File: src/hdl/wfp_pkg.sv
`timescale 1ns / 1ps
// ----------------------------------------------------------------------------
// wfp_pkg
// Shared types and constants for the waypoint-following P controller.
// ----------------------------------------------------------------------------
package wfp_pkg;

  localparam int NUM_WAYPOINTS = 4;
  localparam int CORDIC_STEPS  = 14;

  // angle constants
  localparam logic signed [21:0] PI_Q16     = 22'sd205887;
  localparam logic signed [17:0] PI_Q12     = 18'sd12868;
  localparam logic signed [17:0] TWO_PI_Q12 = 18'sd25736;

  // config register reset values
  localparam logic [15:0] SPEED_GAIN_RST = 16'd410;
  localparam logic [15:0] TURN_GAIN_RST  = 16'd2048;
  localparam logic [14:0] THRESH_RST     = 15'd410;
  localparam logic [14:0] MAX_LIN_RST    = 15'd819;
  localparam logic [14:0] MAX_ANG_RST    = 15'd819;
  localparam logic [2:0]  PATH_LEN_RST   = 3'd4;
  localparam logic [63:0] WP_LO_RST      = 64'd461063047062162637;
  localparam logic [63:0] WP_HI_RST      = 64'd80546202;

  // register indexes (byte address = 8 * index)
  typedef enum logic [2:0] {
    REG_SPEED_GAIN = 3'd0,
    REG_TURN_GAIN  = 3'd1,
    REG_THRESH     = 3'd2,
    REG_MAX_LIN    = 3'd3,
    REG_MAX_ANG    = 3'd4,
    REG_PATH_LEN   = 3'd5,
    REG_WP_LO      = 3'd6,
    REG_WP_HI      = 3'd7
  } wfp_reg_t;

  typedef struct packed {
    logic [15:0] speed_gain;
    logic [15:0] turn_gain;
    logic [14:0] reach_threshold;
    logic [14:0] max_linear;
    logic [14:0] max_angular;
    logic [2:0]  path_length;
    logic [63:0] waypoints_lo;
    logic [63:0] waypoints_hi;
  } wfp_cfg_t;

  typedef enum logic [4:0] {
    ST_IDLE,
    ST_O_MUL0,
    ST_O_MUL1,
    ST_O_MUL2,
    ST_O_MUL3,
    ST_O_MUL4,
    ST_T_CHK,
    ST_T_SQ0,
    ST_T_SQ1,
    ST_T_SQ2,
    ST_SQRT,
    ST_T_CMP,
    ST_T_LIN,
    ST_C_INIT,
    ST_C_ITER,
    ST_C_END,
    ST_T_ANG,
    ST_T_ANGC,
    ST_OUT
  } wfp_state_t;

  // atan(2^-i) in Q16
  function automatic logic signed [21:0] atan_q16(input logic [3:0] i);
    logic signed [21:0] v;
    case (i)
      4'd0:    v = 22'sd51472;
      4'd1:    v = 22'sd30386;
      4'd2:    v = 22'sd16055;
      4'd3:    v = 22'sd8150;
      4'd4:    v = 22'sd4091;
      4'd5:    v = 22'sd2047;
      4'd6:    v = 22'sd1024;
      4'd7:    v = 22'sd512;
      4'd8:    v = 22'sd256;
      4'd9:    v = 22'sd128;
      4'd10:   v = 22'sd64;
      4'd11:   v = 22'sd32;
      4'd12:   v = 22'sd16;
      4'd13:   v = 22'sd8;
      4'd14:   v = 22'sd4;
      default: v = 22'sd2;
    endcase
    return v;
  endfunction

endpackage

File: src/hdl/wfp_cfg_regs.sv
`timescale 1ns / 1ps
// ----------------------------------------------------------------------------
// wfp_cfg_regs
// APB-style register file holding gains, limits and the waypoint table.
// ----------------------------------------------------------------------------
module wfp_cfg_regs (
  input  logic             clk,
  input  logic             rst_n,
  input  logic             cfg_psel,
  input  logic             cfg_penable,
  input  logic             cfg_pwrite,
  input  logic [5:0]       cfg_paddr,
  input  logic [63:0]      cfg_pwdata,
  output logic [63:0]      cfg_prdata,
  output logic             cfg_pready,
  output wfp_pkg::wfp_cfg_t cfg
);

  wfp_pkg::wfp_cfg_t cfg_r, cfg_nxt;
  wfp_pkg::wfp_reg_t idx;
  logic              wr_en;

  assign cfg_pready = 1'b1;
  assign idx        = wfp_pkg::wfp_reg_t'(cfg_paddr[5:3]);
  assign wr_en      = cfg_psel & cfg_penable & cfg_pwrite & cfg_pready;
  assign cfg        = cfg_r;

  // write decode
  always_comb begin
    cfg_nxt = cfg_r;
    if (wr_en) begin
      unique case (idx)
        wfp_pkg::REG_SPEED_GAIN: cfg_nxt.speed_gain      = cfg_pwdata[15:0];
        wfp_pkg::REG_TURN_GAIN:  cfg_nxt.turn_gain       = cfg_pwdata[15:0];
        wfp_pkg::REG_THRESH:     cfg_nxt.reach_threshold = cfg_pwdata[14:0];
        wfp_pkg::REG_MAX_LIN:    cfg_nxt.max_linear      = cfg_pwdata[14:0];
        wfp_pkg::REG_MAX_ANG:    cfg_nxt.max_angular     = cfg_pwdata[14:0];
        wfp_pkg::REG_PATH_LEN:   cfg_nxt.path_length     = cfg_pwdata[2:0];
        wfp_pkg::REG_WP_LO:      cfg_nxt.waypoints_lo    = cfg_pwdata;
        wfp_pkg::REG_WP_HI:      cfg_nxt.waypoints_hi    = cfg_pwdata;
        default:                 cfg_nxt                 = cfg_r;
      endcase
    end
  end

  // read mux
  always_comb begin
    unique case (idx)
      wfp_pkg::REG_SPEED_GAIN: cfg_prdata = {48'd0, cfg_r.speed_gain};
      wfp_pkg::REG_TURN_GAIN:  cfg_prdata = {48'd0, cfg_r.turn_gain};
      wfp_pkg::REG_THRESH:     cfg_prdata = {49'd0, cfg_r.reach_threshold};
      wfp_pkg::REG_MAX_LIN:    cfg_prdata = {49'd0, cfg_r.max_linear};
      wfp_pkg::REG_MAX_ANG:    cfg_prdata = {49'd0, cfg_r.max_angular};
      wfp_pkg::REG_PATH_LEN:   cfg_prdata = {61'd0, cfg_r.path_length};
      wfp_pkg::REG_WP_LO:      cfg_prdata = cfg_r.waypoints_lo;
      wfp_pkg::REG_WP_HI:      cfg_prdata = cfg_r.waypoints_hi;
      default:                 cfg_prdata = 64'd0;
    endcase
  end

  always_ff @(posedge clk) begin
    if (!rst_n) begin
      cfg_r.speed_gain      <= wfp_pkg::SPEED_GAIN_RST;
      cfg_r.turn_gain       <= wfp_pkg::TURN_GAIN_RST;
      cfg_r.reach_threshold <= wfp_pkg::THRESH_RST;
      cfg_r.max_linear      <= wfp_pkg::MAX_LIN_RST;
      cfg_r.max_angular     <= wfp_pkg::MAX_ANG_RST;
      cfg_r.path_length     <= wfp_pkg::PATH_LEN_RST;
      cfg_r.waypoints_lo    <= wfp_pkg::WP_LO_RST;
      cfg_r.waypoints_hi    <= wfp_pkg::WP_HI_RST;
    end else begin
      cfg_r <= cfg_nxt;
    end
  end

endmodule

File: src/hdl/waypoint_follow_p_controller_unit.sv
`timescale 1ns / 1ps
// ----------------------------------------------------------------------------
// waypoint_follow_p_controller_unit
// Go-to-goal P controller: odometry stores pose and heading, ticks steer to
// the current waypoint. One 18x18 multiplier, a CORDIC and a root unit are
// shared under one sequencer.
// ----------------------------------------------------------------------------
// Channel  | Dir | Payload
// in_      | in  | tdata: pos_x, pos_y, quat_x, quat_y, quat_z, quat_w; tuser: req_type
// out_     | out | tdata: linear_cmd, angular_cmd, target_index; tuser: reached, path_done
// cfg_     | in  | APB registers, 64-bit data, byte address 8 * index
//
// An odometry transaction runs its multiplies and 14 CORDIC steps; a tick runs
// two squares, 17 root steps, gain multiplies and 14 CORDIC steps; a path-done
// tick or a reached tick ends early.
// in_tready is high only while idle; a finished result sits in the output
// register, so a stalled out_ side holds the sequencer only at its last step.
// Synchronous reset clears control state and restores register defaults.
module waypoint_follow_p_controller_unit (
  input  logic        clk,
  input  logic        rst_n,
  input  logic        in_tvalid,
  output logic        in_tready,
  input  logic [95:0] in_tdata,   // pos_x, pos_y, quat_x, quat_y, quat_z, quat_w
  input  logic        in_tuser,   // req_type
  output logic        out_tvalid,
  input  logic        out_tready,
  output logic [39:0] out_tdata,  // linear_cmd, angular_cmd, target_index, zero pad
  output logic [1:0]  out_tuser,  // reached, path_done
  input  logic        cfg_psel,
  input  logic        cfg_penable,
  input  logic        cfg_pwrite,
  input  logic [5:0]  cfg_paddr,
  input  logic [63:0] cfg_pwdata,
  output logic [63:0] cfg_prdata,
  output logic        cfg_pready
);

  wfp_pkg::wfp_cfg_t cfg;

  wfp_cfg_regs u_regs (
    .clk         (clk),
    .rst_n       (rst_n),
    .cfg_psel    (cfg_psel),
    .cfg_penable (cfg_penable),
    .cfg_pwrite  (cfg_pwrite),
    .cfg_paddr   (cfg_paddr),
    .cfg_pwdata  (cfg_pwdata),
    .cfg_prdata  (cfg_prdata),
    .cfg_pready  (cfg_pready),
    .cfg         (cfg)
  );

  // single wrap by 2pi into [-pi, pi]
  function automatic logic signed [15:0] wrap_ang(input logic signed [17:0] a);
    logic signed [17:0] r;
    if (a > wfp_pkg::PI_Q12)       r = a - wfp_pkg::TWO_PI_Q12;
    else if (a < -wfp_pkg::PI_Q12) r = a + wfp_pkg::TWO_PI_Q12;
    else                           r = a;
    return r[15:0];
  endfunction

  wfp_pkg::wfp_state_t state_r, state_nxt;
  logic [3:0]          cnt_r, cnt_nxt;
  logic                tick_r, tick_nxt;
  logic signed [15:0]  qx_r, qy_r, qz_r, qw_r, qx_nxt, qy_nxt, qz_nxt, qw_nxt;
  logic signed [15:0]  pose_x_r, pose_y_r, heading_r;
  logic signed [15:0]  pose_x_nxt, pose_y_nxt, heading_nxt;
  logic [2:0]          ptr_r, ptr_nxt;
  logic signed [16:0]  dx_r, dy_r, dx_nxt, dy_nxt;
  logic signed [35:0]  prod_r, prod_nxt, acc_r, acc_nxt;
  logic signed [36:0]  cx_r, cy_r, cx_nxt, cy_nxt;
  logic signed [21:0]  z_r, z_nxt;
  logic [33:0]         rad_r, rad_nxt;
  logic [34:0]         root_r, root_nxt, bit_r, bit_nxt;
  logic [14:0]         lin_r, lin_nxt;
  logic signed [15:0]  err_r, err_nxt;
  logic [14:0]         res_lin_r, res_lin_nxt;
  logic signed [15:0]  res_ang_r, res_ang_nxt;
  logic                res_reach_r, res_reach_nxt, res_done_r, res_done_nxt;
  logic                out_valid_r, out_valid_nxt;
  logic [39:0]         out_data_r, out_data_nxt;
  logic [1:0]          out_user_r, out_user_nxt;

  // shared multiplier operands
  logic signed [17:0]  mul_a, mul_b;

  // combinational helpers
  logic [2:0]          eff_len;
  logic [1:0]          wp;
  logic [63:0]         wp_reg;
  logic signed [15:0]  wp_x, wp_y;
  logic signed [36:0]  sum37, xs, ys;
  logic [34:0]         trial;
  logic signed [21:0]  zr;
  logic signed [15:0]  ang_w;
  logic signed [23:0]  gain_q;
  logic signed [23:0]  max_ang_s;

  assign in_tready  = (state_r == wfp_pkg::ST_IDLE);
  assign out_tvalid = out_valid_r;
  assign out_tdata  = out_data_r;
  assign out_tuser  = out_user_r;

  assign prod_nxt = mul_a * mul_b;

  always_comb begin
    eff_len = (cfg.path_length > 3'(wfp_pkg::NUM_WAYPOINTS))
              ? 3'(wfp_pkg::NUM_WAYPOINTS) : cfg.path_length;
    wp      = ptr_r[1:0];
    wp_reg  = wp[1] ? cfg.waypoints_hi : cfg.waypoints_lo;
    wp_x    = wp[0] ? wp_reg[47:32] : wp_reg[15:0];
    wp_y    = wp[0] ? wp_reg[63:48] : wp_reg[31:16];
    sum37   = 37'(acc_r) + 37'(prod_r);
    xs      = cx_r >>> cnt_r;
    ys      = cy_r >>> cnt_r;
    trial   = root_r + bit_r;
    zr      = z_r + 22'sd8;
    ang_w   = wrap_ang(zr[21:4]);
    gain_q  = prod_r[35:12];
    max_ang_s = {9'd0, cfg.max_angular};
  end

  // sequencer and datapath next state
  always_comb begin
    state_nxt     = state_r;
    cnt_nxt       = cnt_r;
    tick_nxt      = tick_r;
    qx_nxt        = qx_r;
    qy_nxt        = qy_r;
    qz_nxt        = qz_r;
    qw_nxt        = qw_r;
    pose_x_nxt    = pose_x_r;
    pose_y_nxt    = pose_y_r;
    heading_nxt   = heading_r;
    ptr_nxt       = ptr_r;
    dx_nxt        = dx_r;
    dy_nxt        = dy_r;
    acc_nxt       = acc_r;
    cx_nxt        = cx_r;
    cy_nxt        = cy_r;
    z_nxt         = z_r;
    rad_nxt       = rad_r;
    root_nxt      = root_r;
    bit_nxt       = bit_r;
    lin_nxt       = lin_r;
    err_nxt       = err_r;
    res_lin_nxt   = res_lin_r;
    res_ang_nxt   = res_ang_r;
    res_reach_nxt = res_reach_r;
    res_done_nxt  = res_done_r;
    out_valid_nxt = out_valid_r & ~out_tready;
    out_data_nxt  = out_data_r;
    out_user_nxt  = out_user_r;
    mul_a         = 18'sd0;
    mul_b         = 18'sd0;

    unique case (state_r)
      wfp_pkg::ST_IDLE: begin
        if (in_tvalid) begin
          tick_nxt = in_tuser;
          if (in_tuser) begin
            state_nxt = wfp_pkg::ST_T_CHK;
          end else begin
            pose_x_nxt = in_tdata[15:0];
            pose_y_nxt = in_tdata[31:16];
            qx_nxt     = in_tdata[47:32];
            qy_nxt     = in_tdata[63:48];
            qz_nxt     = in_tdata[79:64];
            qw_nxt     = in_tdata[95:80];
            state_nxt  = wfp_pkg::ST_O_MUL0;
          end
        end
      end
      // sin term: 2(wz + xy), cos term: 2^28 - 2(y^2 + z^2)
      wfp_pkg::ST_O_MUL0: begin
        mul_a = 18'(qw_r); mul_b = 18'(qz_r);
        state_nxt = wfp_pkg::ST_O_MUL1;
      end
      wfp_pkg::ST_O_MUL1: begin
        acc_nxt = prod_r;
        mul_a = 18'(qx_r); mul_b = 18'(qy_r);
        state_nxt = wfp_pkg::ST_O_MUL2;
      end
      wfp_pkg::ST_O_MUL2: begin
        cy_nxt = sum37 <<< 1;
        mul_a = 18'(qy_r); mul_b = 18'(qy_r);
        state_nxt = wfp_pkg::ST_O_MUL3;
      end
      wfp_pkg::ST_O_MUL3: begin
        acc_nxt = prod_r;
        mul_a = 18'(qz_r); mul_b = 18'(qz_r);
        state_nxt = wfp_pkg::ST_O_MUL4;
      end
      wfp_pkg::ST_O_MUL4: begin
        cx_nxt = (37'sd1 <<< 28) - (sum37 <<< 1);
        state_nxt = wfp_pkg::ST_C_INIT;
      end
      // tick: path check and offsets to waypoint
      wfp_pkg::ST_T_CHK: begin
        if (ptr_r >= eff_len) begin
          res_lin_nxt   = '0;
          res_ang_nxt   = '0;
          res_reach_nxt = 1'b0;
          res_done_nxt  = 1'b1;
          state_nxt     = wfp_pkg::ST_OUT;
        end else begin
          dx_nxt    = 17'(wp_x) - 17'(pose_x_r);
          dy_nxt    = 17'(wp_y) - 17'(pose_y_r);
          state_nxt = wfp_pkg::ST_T_SQ0;
        end
      end
      wfp_pkg::ST_T_SQ0: begin
        mul_a = 18'(dx_r); mul_b = 18'(dx_r);
        state_nxt = wfp_pkg::ST_T_SQ1;
      end
      wfp_pkg::ST_T_SQ1: begin
        acc_nxt = prod_r;
        mul_a = 18'(dy_r); mul_b = 18'(dy_r);
        state_nxt = wfp_pkg::ST_T_SQ2;
      end
      wfp_pkg::ST_T_SQ2: begin
        rad_nxt   = sum37[33:0];
        root_nxt  = '0;
        bit_nxt   = 35'd1 << 32;
        state_nxt = wfp_pkg::ST_SQRT;
      end
      // one digit of the integer root per cycle
      wfp_pkg::ST_SQRT: begin
        if ({1'b0, rad_r} >= trial) begin
          rad_nxt  = rad_r - trial[33:0];
          root_nxt = (root_r >> 1) + bit_r;
        end else begin
          root_nxt = root_r >> 1;
        end
        bit_nxt = bit_r >> 2;
        if (bit_r[1:0] != 2'b00 || bit_r == 35'd0) state_nxt = wfp_pkg::ST_T_CMP;
      end
      wfp_pkg::ST_T_CMP: begin
        if (root_r < {20'd0, cfg.reach_threshold}) begin
          ptr_nxt       = ptr_r + 3'd1;
          res_lin_nxt   = '0;
          res_ang_nxt   = '0;
          res_reach_nxt = 1'b1;
          res_done_nxt  = 1'b0;
          state_nxt     = wfp_pkg::ST_OUT;
        end else begin
          mul_a = {2'b00, cfg.speed_gain};
          mul_b = {1'b0, root_r[16:0]};
          state_nxt = wfp_pkg::ST_T_LIN;
        end
      end
      wfp_pkg::ST_T_LIN: begin
        lin_nxt = (gain_q > {9'd0, cfg.max_linear}) ? cfg.max_linear : gain_q[14:0];
        cx_nxt  = 37'(dx_r) <<< 14;
        cy_nxt  = 37'(dy_r) <<< 14;
        state_nxt = wfp_pkg::ST_C_INIT;
      end
      // CORDIC setup: zero-vector shortcut and half-plane fold
      wfp_pkg::ST_C_INIT: begin
        cnt_nxt = '0;
        z_nxt   = '0;
        if (cx_r == 37'sd0 && cy_r == 37'sd0) begin
          z_nxt     = -22'sd8;
          state_nxt = wfp_pkg::ST_C_END;
        end else begin
          if (cx_r < 0) begin
            z_nxt  = (cy_r >= 0) ? wfp_pkg::PI_Q16 : -wfp_pkg::PI_Q16;
            cx_nxt = -cx_r;
            cy_nxt = -cy_r;
          end
          state_nxt = wfp_pkg::ST_C_ITER;
        end
      end
      wfp_pkg::ST_C_ITER: begin
        if (cy_r > 0) begin
          cx_nxt = cx_r + ys;
          cy_nxt = cy_r - xs;
          z_nxt  = z_r + wfp_pkg::atan_q16(cnt_r);
        end else begin
          cx_nxt = cx_r - ys;
          cy_nxt = cy_r + xs;
          z_nxt  = z_r - wfp_pkg::atan_q16(cnt_r);
        end
        cnt_nxt = cnt_r + 4'd1;
        if (cnt_r == 4'(wfp_pkg::CORDIC_STEPS - 1)) state_nxt = wfp_pkg::ST_C_END;
      end
      wfp_pkg::ST_C_END: begin
        if (tick_r) begin
          err_nxt   = wrap_ang(18'(ang_w) - 18'(heading_r));
          state_nxt = wfp_pkg::ST_T_ANG;
        end else begin
          heading_nxt = ang_w;
          state_nxt   = wfp_pkg::ST_IDLE;
        end
      end
      wfp_pkg::ST_T_ANG: begin
        mul_a = {2'b00, cfg.turn_gain};
        mul_b = 18'(err_r);
        state_nxt = wfp_pkg::ST_T_ANGC;
      end
      wfp_pkg::ST_T_ANGC: begin
        if (gain_q > max_ang_s)       res_ang_nxt = max_ang_s[15:0];
        else if (gain_q < -max_ang_s) res_ang_nxt = 16'(-max_ang_s);
        else                          res_ang_nxt = gain_q[15:0];
        res_lin_nxt   = lin_r;
        res_reach_nxt = 1'b0;
        res_done_nxt  = 1'b0;
        state_nxt     = wfp_pkg::ST_OUT;
      end
      // hand the result to the output register once it is free
      wfp_pkg::ST_OUT: begin
        if (!out_valid_r || out_tready) begin
          out_valid_nxt = 1'b1;
          out_data_nxt  = {6'd0, ptr_r, res_ang_r, res_lin_r};
          out_user_nxt  = {res_done_r, res_reach_r};
          state_nxt     = wfp_pkg::ST_IDLE;
        end
      end
      default: state_nxt = wfp_pkg::ST_IDLE;
    endcase
  end

  // control state
  always_ff @(posedge clk) begin
    if (!rst_n) begin
      state_r     <= wfp_pkg::ST_IDLE;
      out_valid_r <= 1'b0;
      ptr_r       <= '0;
      pose_x_r    <= '0;
      pose_y_r    <= '0;
      heading_r   <= '0;
    end else begin
      state_r     <= state_nxt;
      out_valid_r <= out_valid_nxt;
      ptr_r       <= ptr_nxt;
      pose_x_r    <= pose_x_nxt;
      pose_y_r    <= pose_y_nxt;
      heading_r   <= heading_nxt;
    end
  end

  // datapath
  always_ff @(posedge clk) begin
    cnt_r       <= cnt_nxt;
    tick_r      <= tick_nxt;
    qx_r        <= qx_nxt;
    qy_r        <= qy_nxt;
    qz_r        <= qz_nxt;
    qw_r        <= qw_nxt;
    dx_r        <= dx_nxt;
    dy_r        <= dy_nxt;
    prod_r      <= prod_nxt;
    acc_r       <= acc_nxt;
    cx_r        <= cx_nxt;
    cy_r        <= cy_nxt;
    z_r         <= z_nxt;
    rad_r       <= rad_nxt;
    root_r      <= root_nxt;
    bit_r       <= bit_nxt;
    lin_r       <= lin_nxt;
    err_r       <= err_nxt;
    res_lin_r   <= res_lin_nxt;
    res_ang_r   <= res_ang_nxt;
    res_reach_r <= res_reach_nxt;
    res_done_r  <= res_done_nxt;
    out_data_r  <= out_data_nxt;
    out_user_r  <= out_user_nxt;
  end

endmodule

File: config.mk
export PLATFORM = sky130hd
export DESIGN_NAME = waypoint_follow_p_controller_unit
export DESIGN_NICKNAME = d
export VERILOG_FILES = /design/src/hdl/wfp_pkg.sv /design/src/hdl/wfp_cfg_regs.sv /design/src/hdl/waypoint_follow_p_controller_unit.sv
export SDC_FILE = /design/constraint.sdc
export NUM_CORES = 2
export LEC_CHECK = 0
export BUFFER_PORTS_ARGS = -buffer_cell sky130_fd_sc_hd__buf_2
export CORE_ASPECT_RATIO = 0.9
export CORE_UTILIZATION = 43
export DETAILED_ROUTE_END_ITERATION = 10
export PLACE_DENSITY_LB_ADDON = 0.05
export SYNTH_ARGS = -nofsm -noshare
export SYNTH_HDL_FRONTEND = slang
export SYNTH_SLANG_ARGS = --single-unit
File: constraint.sdc
create_clock -name clk -period 11.7 [get_ports clk]
set_input_delay 1.755 -clock clk [delete_from_list [all_inputs] [get_ports clk]]
set_output_delay 1.755 -clock clk [all_outputs]
set_load 0.005 [all_outputs]
## Word-level counts from Yosys, hierarchy flattened

Memories as Yosys holds them, arrays and structs flattened. A register that Yosys moved wholly into a read port is not among the register bits.
Index checks and enable logic that the tools add are counted.

- Register bits after elaboration: 740
- ROM bits: 512
- Memory bits (writable): 0
- Memories kept: 2
- Bits in latches: 0

Memories:

| name | depth | bits a word | read ports | clocked after memory_dff | write ports | line | text |
|---|---|---|---|---|---|---|---|
| (name not given) | 16 | 16 | 1 | 1 | 0 | wfp_pkg.sv:74 | `case (i)` |
| (name not given) | 16 | 16 | 1 | 1 | 0 | wfp_pkg.sv:74 |  |

- Reductions and logical operators: 39
- Shift operators: 2
- Muxes and demuxes: 65
- Order comparisons: 14
- Bitwise gates (word level): 7
- Multiply operators: 1
- Eq/ne operators: 35
- Add/sub/neg operators: 24
- Div/mod/pow operators: 0

Operator list:

| kind | number |
|---|---|
| 64-bit one-hot mux with 8 select lines | 1 |
| 37-bit one-hot mux with 4 select lines | 2 |
| 37-bit 2-to-1 mux | 6 |
| 16-bit 2-to-1 mux | 11 |
| 22-bit 2-to-1 mux | 8 |
| 18-bit one-hot mux with 8 select lines | 1 |
| 35-bit one-hot mux with 2 select lines | 2 |
| 18-bit one-hot mux with 6 select lines | 1 |
| 5-bit one-hot mux with 18 select lines | 1 |
| 37-bit adder | 2 |
| 37-bit logical NOT | 2 |
| 37-bit negator | 2 |
| 37-bit by 4-bit >>> shifter with 37-bit output | 2 |
| 37-bit subtractor | 2 |
| 34-bit one-hot mux with 2 select lines | 1 |
| 64-bit 2-to-1 mux | 1 |
| 16-bit by 16-bit subtractor with 17-bit output | 3 |
| 16-bit one-hot mux with 3 select lines | 1 |
| 15-bit 2-to-1 mux | 3 |
| 15-bit one-hot mux with 3 select lines | 1 |
| 22-bit one-hot mux with 2 select lines | 1 |
| 5-bit by 4-bit equality test with 1-bit output, second input constant | 8 |
| 37-bit by 1-bit greater-or-equal comparator with 1-bit output, second input constant | 1 |
| 37-bit by 1-bit greater-than comparator with 1-bit output, second input constant | 1 |
| 60 further kinds | 123 |

## Depth between registers and ports, before layout

- Word-level depth: 8
- Depth in mapped cells: 42
- Depth with buffers taken out: 39

## Hierarchy

Synthesis repeated with hierarchy kept, for this count alone.

- Cell total of the unflattened synthesis: 7337
- Area, all modules: 65779.3 µm²

By module, submodules not included:

| module | sequential area each (µm²) | area an instance (µm²) | times used | cells an instance |
|---|---|---|---|---|
| waypoint_follow_p_controller_unit | 14824.2 | 56751.9 | 1 | 6218 |
| wfp_cfg_regs | 4164.0 | 9027.4 | 1 | 1119 |

## Worst setup path before layout

OpenSTA, ideal clock, no wires.

- Path kind: reg-to-reg
- Start point: register root_r[1]
- End point: register prod_r[33]
- Arrival time: 9.227 ns
- Period minus slack after synthesis: 9.300 ns
- Stages on the path, launching flop included: 39
- Library setup time: 0.072 ns
- Data required time: 11.628 ns
- Setup slack: 2.400 ns
- Cells stage by stage: edfxtp_1 -> ha_1 -> a21o_1 -> a21o_1 -> a21o_1 -> a21oi_1 -> nor2b_1 -> o21ai_0 -> a211o_1 -> nand4b_1 -> and2_1 -> clkbuf_1 -> clkbuf_1 -> a2111oi_1 -> nor2_1 -> fa_1 -> inv_1 -> fa_1 -> [... 3 more ...] -> fa_1 -> inv_1 -> fa_1 -> inv_1 -> ha_1 -> a21o_1 -> a21o_1 -> a21oi_1 -> o21ai_0 -> or2_2 -> nor3_1 -> a2111oi_0 -> o21ai_0 -> a21boi_0 -> o22ai_1 -> o21bai_1 -> a21oi_1 -> xnor2_1

- Word-level cells in the longest chain between the ends: 4
- Elaborated cells on any way between the ends: 6

RTL lines:

| element | line | text |
|---|---|---|
| from (decl) | waypoint_follow_p_controller_unit.sv:75 | `logic [34:0] root_r, root_nxt, bit_r, bit_nxt;` |
| from (signal assigned) | waypoint_follow_p_controller_unit.sv:359 | `root_r <= root_nxt;` |
| 35-bit by 15-bit less-than comparator with 1-bit output | waypoint_follow_p_controller_unit.sv:240 | `if (root_r < {20'd0, cfg.reach_threshold}) begin` |
| 16-bit 2-to-1 mux or 17-bit 2-to-1 mux (tied branches) | waypoint_follow_p_controller_unit.sv:240 |  |
| 18-bit one-hot mux with 8 select lines or 18-bit one-hot mux with 6 select lines (tied branches) | waypoint_follow_p_controller_unit.sv:158 | `unique case (state_r)` |
| 18-bit by 18-bit multiplier with 36-bit output * | waypoint_follow_p_controller_unit.sv:105 | `assign prod_nxt = mul_a * mul_b;` |
| via prod_nxt[33] | waypoint_follow_p_controller_unit.sv:71 | `logic signed [35:0] prod_r, prod_nxt, acc_r, acc_nxt;` |
| to (signal assigned) | waypoint_follow_p_controller_unit.sv:353 | `prod_r <= prod_nxt;` |
| to (decl) | waypoint_follow_p_controller_unit.sv:71 |  |

The timed path passes the listed nets; every way through them passes the cells marked *.
A chain may end at the register's enable or synchronous reset.

## Worst setup path in the final report

- Start point: register state_r[1]
- End point: register prod_r[33]

- Word-level cells in the longest chain between the ends: 4
- Elaborated cells on any way between the ends: 13

RTL lines:

| element | line | text |
|---|---|---|
| from (decl) | waypoint_follow_p_controller_unit.sv:63 | `wfp_pkg::wfp_state_t state_r, state_nxt;` |
| from (signal assigned) | waypoint_follow_p_controller_unit.sv:327 | `state_r <= wfp_pkg::ST_IDLE;` |
| from (signal assigned) | waypoint_follow_p_controller_unit.sv:334 | `state_r <= state_nxt;` |
| 5-bit by 3-bit equality test with 1-bit output, or another cell as far along | waypoint_follow_p_controller_unit.sv:158 |  |
| 2-bit OR reduction (no source line) | n/a |  |
| 18-bit one-hot mux with 6 select lines | waypoint_follow_p_controller_unit.sv:158 |  |
| 18-bit by 18-bit multiplier with 36-bit output * | waypoint_follow_p_controller_unit.sv:105 |  |
| via prod_nxt[33] | waypoint_follow_p_controller_unit.sv:71 |  |

Marks and branches as above.

==> flow_metrics.env <==
export IMPL_outcome="completed"
export IMPL_antenna_found_initial=20
export IMPL_worstMarginPinSlew_ns=1.37
export IMPL_grt_pass1_wl_um=351000
export IMPL_reg2regPathDepth=31
export IMPL_grt_pass1_vias=53425
export IMPL_period_needed_ns=10.40
export IMPL_arrival_ns=11.05
export IMPL_holdWs_ns=0.420
export IMPL_grt_max_degree=116
export IMPL_hp_start="res_lin_r[5]"
export IMPL_routabilityCongestion=0.935
export IMPL_grt_setup_unrepaired="false"
export IMPL_fillers=14559
export IMPL_core_mm2=0.149
export IMPL_die_h_um=371
export IMPL_synth_area_mm2=0.0650
export IMPL_whs_endpoint="out_tdata[5]"
export IMPL_r2r_end="prod_r[33]"
export IMPL_finalClockSkew_ns=0.0621
export IMPL_synth_top_area_cell="edfxtp_1"
export IMPL_numCtsBuffers=89
export IMPL_slew_viol_final=0
export IMPL_path_common_cell="fa_1"
export IMPL_cp_max_fo=19
export IMPL_drc=0
export IMPL_relSlewSlack_pct=8.31
export IMPL_grt_total_usage_pct=30.7
export IMPL_postCtsSetupRepairBufs=0
export IMPL_numClockSinks=738
export IMPL_clkTransAtPathRegs_ns=0.06
export IMPL_cts_resized=0
export IMPL_r2r_start="state_r[1]"
export IMPL_ant_nets=0
export IMPL_htreeDepth=3
export IMPL_cts_tree="yes"
export IMPL_setup_violations=0
export IMPL_hold_buffers=0
export IMPL_ys_types=108
export IMPL_num_vias=56354
export IMPL_final_common_cell="nand2_1"
export IMPL_num_nets_final=8395
export IMPL_slowest_delay_ns=0.72
export IMPL_drt_total_wl_um=238000
export IMPL_synth_edff_count=421
export IMPL_hp_class="reg -> reg"
export IMPL_required_ns=12.35
export IMPL_avgSynthCellArea_um2=8.87
export IMPL_start_util_pct=43.6
export IMPL_portBuffers=272
export IMPL_most_common_layout_cells="nand2_1, inv_1, nor2_1"
export IMPL_rows=134
export IMPL_avgRoutedWirePerCell_um=24.9
export IMPL_synthArstFlopShare_pct=0
export IMPL_endpoint_kind="flop"
export IMPL_io_pins=283
export IMPL_dp_hpwl_um=183000
export IMPL_dr_pass1_iters=7
export IMPL_ys_seq_elements=738
export IMPL_clk_path_buf_depth=3
export IMPL_dieArea_mm2=0.153
export IMPL_grt_overflow=0
export IMPL_cts_root_buf="clkbuf_16"
export IMPL_critical_path_class="reg -> reg"
export IMPL_synth_area_leaders="edfxtp_1, fa_1, dfxtp_1"
export IMPL_syn_inst=7330
export IMPL_drive_gt1_share_pct=10.8
export IMPL_synthFlopType="edfxtp_1"
export IMPL_ys_seq_area_share_pct=29.2
export IMPL_synth_top_area_share_pct=19.4
export IMPL_start_kind="flop"
export IMPL_max_cap_viol_count=0
export IMPL_rrSetupSlack_ns=1.30
export IMPL_worstSkewPairLatency_ns=0.76
export IMPL_holdPathStages=0
export IMPL_syn_to_final_growth_pct=10.1
export IMPL_avgViaCountPerCell=5.92
export IMPL_hold_viol_final=0
export IMPL_die_x_um=412
export IMPL_drtIter0Drc=5391
export IMPL_fmax_mhz=96.2
export IMPL_cp_slowest_cell="and2_1"
export IMPL_fin_crit_sh_pct=88.9
export IMPL_tns_ns=0
export IMPL_ys_warn_count=0
[critical path: cells and delay by family (launching register included)]
family | cells | cell delay, ns
AND/OR/NAND/NOR | 6 | 2.07
XOR/XNOR | 1 | 0.13
adder cells (fa/ha/maj) | 7 | 3.58
flip-flops | 1 | 0.64
AO/OA/AOI/OAI | 13 | 3.16
buffers and inverters | 4 | 0.73
[worst max path at each step]
stage / from / to / slack [ns]
floorplan: root_r[1] / prod_r[33] / 2.40
global placement: root_r[1] / prod_r[33] / 1.50
detailed placement: root_r[1] / prod_r[33] / 1.50
CTS: root_r[1] / prod_r[33] / 1.44
global route: state_r[4] / prod_r[33] / 0.80
finish: state_r[1] / prod_r[33] / 1.30
[synth_stat cells, drive strengths merged, types with 55 or more instances]
cell type,n
nand2,1040
mux4,114
a22oi,55
ha,430
nand2b,77
a211oi,70
mux2i,105
buf,81
and3,69
a22o,78
inv,625
clkbuf,281
edfxtp,421
o21a,55
a31oi,77
o21ai,326
dfxtp,317
nor2,613
nor3,115
nor2b,76
a21oi,526
and2,58
xnor2,274
fa,327
a21o,110
nand3,148
xor2,206
[metal layers]
metal	global-route usage [%]	share of wire, %	vias up
li1	-	-	26056
met1	44.3	45	27631
met2	46.4	43	2306
met3	5.65	8.4	347
met4	9.22	3.5	14
met5	0	0.040	-
[stage by stage]
stage / instances / instance area (um2) / setup WS (ns) / util [%]
5_1_grt: 9515 / 71500 / 0.803 / 47.9
6_report: 9523 / 71600 / 1.30 / 48.0
3_3_place_gp: 9345 / 68500 / 1.50 / 45.9
3_5_place_dp: 9345 / 68500 / 1.50 / 45.9
4_1_cts: 9513 / 71500 / 1.44 / 47.9
2_1_floorplan: 7335 / 65000 / 2.40 / -
[cells by family (layout without fill, tap and decap cells)]
logic type / after synthesis / after routing / share of synthesized area, %
XOR/XNOR: 480 / 480 / 6.47
AO/OA/AOI/OAI: 1672 / 1672 / 16.6
AND/OR/NAND/NOR: 2423 / 2423 / 16.7
flip-flops: 738 / 738 / 29.2
other: 2 / 17 / 0.0115
buffers and inverters: 991 / 1197 / 6.08
multiplexers: 267 / 267 / 6.52
adder cells (fa/ha/maj): 757 / 757 / 18.3
[state kept, by name (all words and copies together), names as in the netlist, 17 cells and up, named ones only]
name        cells
prod_r         36
acc_r          36
z_r            22
bit_r          17
u_regs.cfg    208
root_r         35
cy_r           37
dx_r           17
rad_r          34
out_tdata      34
dy_r           17
cx_r           37
[final cells by class]
cell class / instances / area (um2) / share of cell area [%]
multi-input combinational: 5606 / 42400 / 59.2
sequential: 738 / 19000 / 26.5
tap: 1972 / 2470 / 3.45
inverter: 629 / 2370 / 3.31
clock buffer: 107 / 2350 / 3.28
timing repair buffer: 400 / 2320 / 3.24
clock inverter: 61 / 678 / 0.948
antenna: 10 / 25.0 / 0.0350
Power is not shown: default switching activity piles up to over one toggle a cycle in this logic, so the estimate is an artifact.
